$ cat config.mk
export PLATFORM = sky130hd
export DESIGN_NAME = swms_front
export DESIGN_NICKNAME = d
export VERILOG_FILES = /design/src/rtl/core/swms_pkg.sv /design/src/rtl/core/swms_front.sv
export SDC_FILE = /design/constraint.sdc
export NUM_CORES = 1
export LEC_CHECK = 0
export BUFFER_PORTS_ARGS = -buffer_cell sky130_fd_sc_hd__buf_2
export CAP_MARGIN = 5
export CORE_MARGIN = 2
export CORE_UTILIZATION = 40
export CTS_CLUSTER_SIZE = 28
export DETAILED_ROUTE_END_ITERATION = 16
export PLACE_DENSITY_LB_ADDON = 0.12
export SETUP_SLACK_MARGIN = 0.2
export SLEW_MARGIN = 20
export SYNTH_ARGS = -nofsm -noshare
export SYNTH_HDL_FRONTEND = slang
export SYNTH_SLANG_ARGS = --single-unit
$ cat constraint.sdc
create_clock -name clk -period 2.76 [get_ports clk]
set_clock_uncertainty 0.05 [all_clocks]
set_input_delay 0.138 -clock clk [delete_from_list [all_inputs] [get_ports clk]]
set_output_delay 0.138 -clock clk [all_outputs]
set_load 0.005 [all_outputs]
$ cat src/rtl/core/swms_pkg.sv
// shared types and constants for the mass-spring string stepper
`timescale 1ns / 1ps
package swms_pkg;

  localparam int MAX_MASSES_DEF = 128;
  localparam int VALUE_BITS_DEF = 24;

  localparam int CELL_IDX_BITS = 7;
  localparam int CELL_BITS     = 24;
  localparam int OUT_BITS      = 24;
  localparam int COUNT_BITS    = 8;
  localparam int OUTIDX_BITS   = 7;
  localparam int GAIN_BITS     = 24;
  localparam int GAIN_FRAC     = 24;
  localparam int CFG_IDX_BITS  = 2;
  localparam int CFG_DATA_BITS = 24;

  localparam int Q_DEPTH    = 2;
  localparam int Q_PTR_BITS = 1;

  localparam logic [COUNT_BITS-1:0] MASS_COUNT_RST = 8'd100;

  localparam logic signed [OUT_BITS-1:0] OUT_MAX = 24'sh7FFFFF;
  localparam logic signed [OUT_BITS-1:0] OUT_MIN = -24'sh800000;

  localparam logic ACTION_TICK = 1'b1;

  localparam logic [CFG_IDX_BITS-1:0] REG_MASS_COUNT   = 2'd0;
  localparam logic [CFG_IDX_BITS-1:0] REG_OUTPUT_INDEX = 2'd1;
  localparam logic [CFG_IDX_BITS-1:0] REG_COUPLING     = 2'd2;

  typedef enum logic {
    OP_WRITE = 1'b0,
    OP_TICK  = 1'b1
  } op_t;

  // head of the queue as the back end sees it
  typedef struct packed {
    logic valid;
    op_t  op;
  } item_ctl_t;

  // back end status seen by the front end
  typedef struct packed {
    logic clearing;
    logic take;
  } back_stat_t;

endpackage

$ cat src/rtl/core/swms_front.sv
// request intake: classify, clip written values, two-entry queue to the back end
`timescale 1ns / 1ps
module swms_front #(
  parameter int MAX_MASSES = swms_pkg::MAX_MASSES_DEF,
  parameter int VALUE_BITS = swms_pkg::VALUE_BITS_DEF,
  localparam int AW = $clog2(MAX_MASSES),
  localparam int CW = (AW + 1 > 8) ? AW + 1 : 8
) (
  input  logic                                   clk,
  input  logic                                   rst,
  input  logic                                   start,
  input  logic                                   action,
  input  logic [swms_pkg::CELL_IDX_BITS-1:0]     cell_index,
  input  logic signed [swms_pkg::CELL_BITS-1:0]  cell_value,
  output logic                                   busy,
  input  swms_pkg::back_stat_t                   stat,
  output swms_pkg::item_ctl_t                    item,
  output logic [AW-1:0]                          item_addr,
  output logic signed [VALUE_BITS-1:0]           item_val
);
  import swms_pkg::*;

  localparam int EW = (VALUE_BITS > CELL_BITS) ? VALUE_BITS : CELL_BITS;
  localparam logic signed [VALUE_BITS-1:0] VMAX = {1'b0, {(VALUE_BITS-1){1'b1}}};
  localparam logic signed [VALUE_BITS-1:0] VMIN = {1'b1, {(VALUE_BITS-1){1'b0}}};

  op_t                          q_op   [Q_DEPTH];
  logic [AW-1:0]                q_addr [Q_DEPTH];
  logic signed [VALUE_BITS-1:0] q_val  [Q_DEPTH];
  logic [Q_PTR_BITS-1:0]        wp;
  logic [Q_PTR_BITS-1:0]        rp;
  logic [Q_PTR_BITS:0]          q_cnt;

  logic                         accept;
  logic                         push;
  logic                         pop;
  logic                         is_tick;
  logic [CW-1:0]                idx_ext;
  logic                         idx_ok;
  logic signed [EW-1:0]         cv_ext;
  logic signed [VALUE_BITS-1:0] val_clip;

  assign busy    = stat.clearing || (q_cnt == (Q_PTR_BITS+1)'(Q_DEPTH));
  assign accept  = start && !busy;
  assign is_tick = (action == ACTION_TICK);
  assign idx_ext = CW'(cell_index);
  assign idx_ok  = idx_ext < CW'(MAX_MASSES);
  // writes past the end of the store are dropped here
  assign push    = accept && (is_tick || idx_ok);
  assign pop     = stat.take;

  assign cv_ext = EW'(cell_value);

  always_comb begin
    priority if (cv_ext > EW'(VMAX)) begin
      val_clip = VMAX;
    end else if (cv_ext < EW'(VMIN)) begin
      val_clip = VMIN;
    end else begin
      val_clip = cv_ext[VALUE_BITS-1:0];
    end
  end

  always_ff @(posedge clk) begin
    if (rst) begin
      wp    <= '0;
      rp    <= '0;
      q_cnt <= '0;
    end else begin
      if (push) begin
        wp <= wp + 1'b1;
      end
      if (pop) begin
        rp <= rp + 1'b1;
      end
      q_cnt <= q_cnt + (Q_PTR_BITS+1)'(push) - (Q_PTR_BITS+1)'(pop);
    end
  end

  always_ff @(posedge clk) begin
    if (push) begin
      q_op[wp]   <= is_tick ? OP_TICK : OP_WRITE;
      q_addr[wp] <= idx_ext[AW-1:0];
      q_val[wp]  <= val_clip;
    end
  end

  assign item.valid = (q_cnt != '0);
  assign item.op    = q_op[rp];
  assign item_addr  = q_addr[rp];
  assign item_val   = q_val[rp];

endmodule

==> run_results.csv <==
group,metric,value,unit
cells_and_area,final_cell_mix,"buf_2 (70), edfxtp_1 (64), dlygate4sd3_1 (33)",
cells_and_area,synthToLayoutAreaGrowth,30.8,%
detailed_routing,routed_wirelength,4.75,mm
sta,tightest_slew,0.296,ns
yosys,synth_area_leader_cell,"edfxtp_1",
hold_path,hold_path_class,"primary input to register",
detailed_routing,wl_per_cell,13.9,um
placed_design,dpl.hpwl,3.22,mm
detailed_routing,vias,1463,
sta,rsz0062_at_grt,"no",
yosys,yosys-top-cells-area,"edfxtp_1 (68%), mux2_4 (17%), dfxtp_1 (3.6%)",
sta,hold_viol,0,
global_routing,grt_pass1_vias,1523,
cells_and_area,drive_gt1_share,51.4,%
placed_design,io_buffers,70,
floorplanning,ios,71,
power,p_leak,1.47,nW
global_routing,grt_max_degree,17,
yosys,synth_area_per_cell,18.7,um^2
sta,slew_violations,0,
cells_and_area,nFillCells,578,
setup_path,crit_arrival,1.64,ns
cts,htree_num_levels,3,
global_routing,grt_pass1_wl,7.19,mm
setup_path,endpoint_kind,"primary output",
floorplanning,die_height,87.8,um
power,swShare,21.6,%
cells_and_area,final_nets,281,
setup_path,crit_type,"register to primary output",
cts,clock_path_buffers,2,
detailed_routing,detail_route.first_pass.iterations,4,
cts,cts_sinks,69,
power,seq_power_share,55.4,%
outcome,status,"finished clean",
yosys,synth.net_count,189,
power,p_int,1.73,mW
power,power_density,603,nW/um^2
detailed_routing,vias_per_cell,4.27,
cells_and_area,multi_input_area,631,um^2
cts,path_clk_slew,0.07,ns
sta,slew_headroom,80.3,%
yosys,syn_area,2810,um^2
yosys,netlist.area_leader.share,68.5,%
setup_path,required,2.57,ns
setup_path,crit_fanout,14,
sta,min_period,1.83,ns
power,p_comb_share,13.8,%
global_routing,grt_overflow,0,
floorplanning,fp.dieW,87.8,um
setup_path,r2r_start,"q_cnt[0]",
cells_and_area,regArea,2020,um^2
sta,clock.fmax,546,MHz
floorplanning,num_rows,30,
cts,clkLatencyLatePin,0.33,ns
cts,postCtsSetupRepairBufs,0,
power,peakVddDrop,0.347,mV
yosys,ys_seq_area_share,72.0,%
floorplanning,design.core.area,6790,um^2
cts,cts_tree,"built",
sta,hold_ws,0.0534,ns
setup_path,cp-start-kind,"register",
cts,cts_resized,0,
cts,clockRootBuffer,"clkbuf_8",
global_routing,grt_use_total,13.2,%
global_routing,antenna_found_initial,0,
detailed_routing,first_iter_violations,47,
yosys,yosys_warnings,0,
cells_and_area,insertedDiodeCount,0,
sta,period_share,66.4,%
job,drv_cap,0,
detailed_routing,ant_nets,0,
yosys,synth_cells,150,
sta,setup_violations,0,
sta,setup_tns,0,ns
floorplanning,start_util,41.3,%
power,clockPowerShare,30.8,%
cts,cts_buffers,9,
detailed_routing,drcViolationCount,0,
hold_path,worstHoldStart,"stat[0]",
placed_design,place.gp.congestion,0.684,
floorplanning,dieArea,7700,um^2
cells_and_area,layout_commonest_cell,"buf_2",
yosys,yosys_register_bits,69,
yosys,ys_types,19,
power,switchingPower,477,uW
cts,postCtsHoldBufs,33,
-- power groups by stage --
stage                     clock network, mW  logic (mW)  registers (mW)
final                                 0.682       0.305            1.23
after global routing                  0.756       0.336            1.23
after CTS                             0.705       0.311            1.23
after detailed placement                  0       0.273            1.25
after global placement                    0       0.267            1.24
after floorplan                           0       0.195            1.24
-- worst max-delay path, stage by stage (launching register included) --
cell	delay, ns
dfxtp_2	0.50
buf_4	0.34
mux2_4	0.34
buf_2	0.13
-- state kept, by name, summed over array words and instances (netlist names), named ones only --
signal / cells
q_addr: 14
q_cnt: 2
q_op: 2
q_val: 48
rp: 1
wp: 1
-- cells in the mapped netlist --
cell      count
and2_1        1
ha_1          2
clkbuf_1     24
nand2b_2      1
or2_2         1
nor2_1        7
nor2b_1       1
xor2_1        1
nand3b_4      1
dfxtp_1       5
buf_6         1
buf_12        3
edfxtp_1     64
nor3_1        1
mux2_4       31
mux2_2        2
nand2b_1      1
xnor2_1       1
inv_1         2
-- metrics by stage --
| step | instance area (um^2) | utilization (%) | power [mW] | setup WS, ns | instances |
|---|---|---|---|---|---|
| final | 3670 | 54.0 | 2.21 | 0.928 | 343 |
| after global routing | 3670 | 54.0 | 2.32 | 0.850 | 343 |
| after CTS | 3670 | 54.0 | 2.24 | 0.894 | 343 |
| after detailed placement | 3180 | 46.8 | 1.52 | 1.07 | 294 |
| after global placement | 3180 | 46.8 | 1.51 | 1.14 | 294 |
| after floorplan | 2810 | - | 1.43 | 0.363 | 150 |
-- path summary, 6_finish.rpt --
path	end	slack [ns]	cells past startpoint
worst max-delay path	item_val[0]	0.93	3
worst min register to register	q_cnt[1]	0.48	2
worst max register to register	q_cnt[1]	1.06	8
worst min-delay path	rp	0.05	3
-- routing by layer --
layer	vias to the layer above	GRT usage (%)	share of wire [%]
met5	-	0	0
met4	0	5.87	1.4
met3	5	5.00	7.0
met2	57	21.6	49
met1	692	15.5	43
li1	709	-	-
-- kinds of logic (layout without fill, tap and decap cells) --
group                    count (synthesis)  count (layout)  synth area share (%)
multiplexers                            33              33                  17.4
buffers and inverters                   30             127                  6.02
flip-flops                              69              69                  72.0
adder cells (fa/ha/maj)                  2               2                 0.892
AND/OR/NAND/NOR                         14              14                  3.03
XOR/XNOR                                 2               2                 0.624
-- cell type report --
| cell class | count | share of cell area (%) |
|---|---|---|
| clock buffer | 14 | 4.16 |
| timing repair buffer | 109 | 19.8 |
| tap | 96 | 3.27 |
| inverter | 2 | 0.205 |
| multi-input combinational | 51 | 17.2 |
| clock inverter | 2 | 0.273 |
| sequential | 69 | 55.1 |
Note: power is estimated with default switching activity, not from simulation.
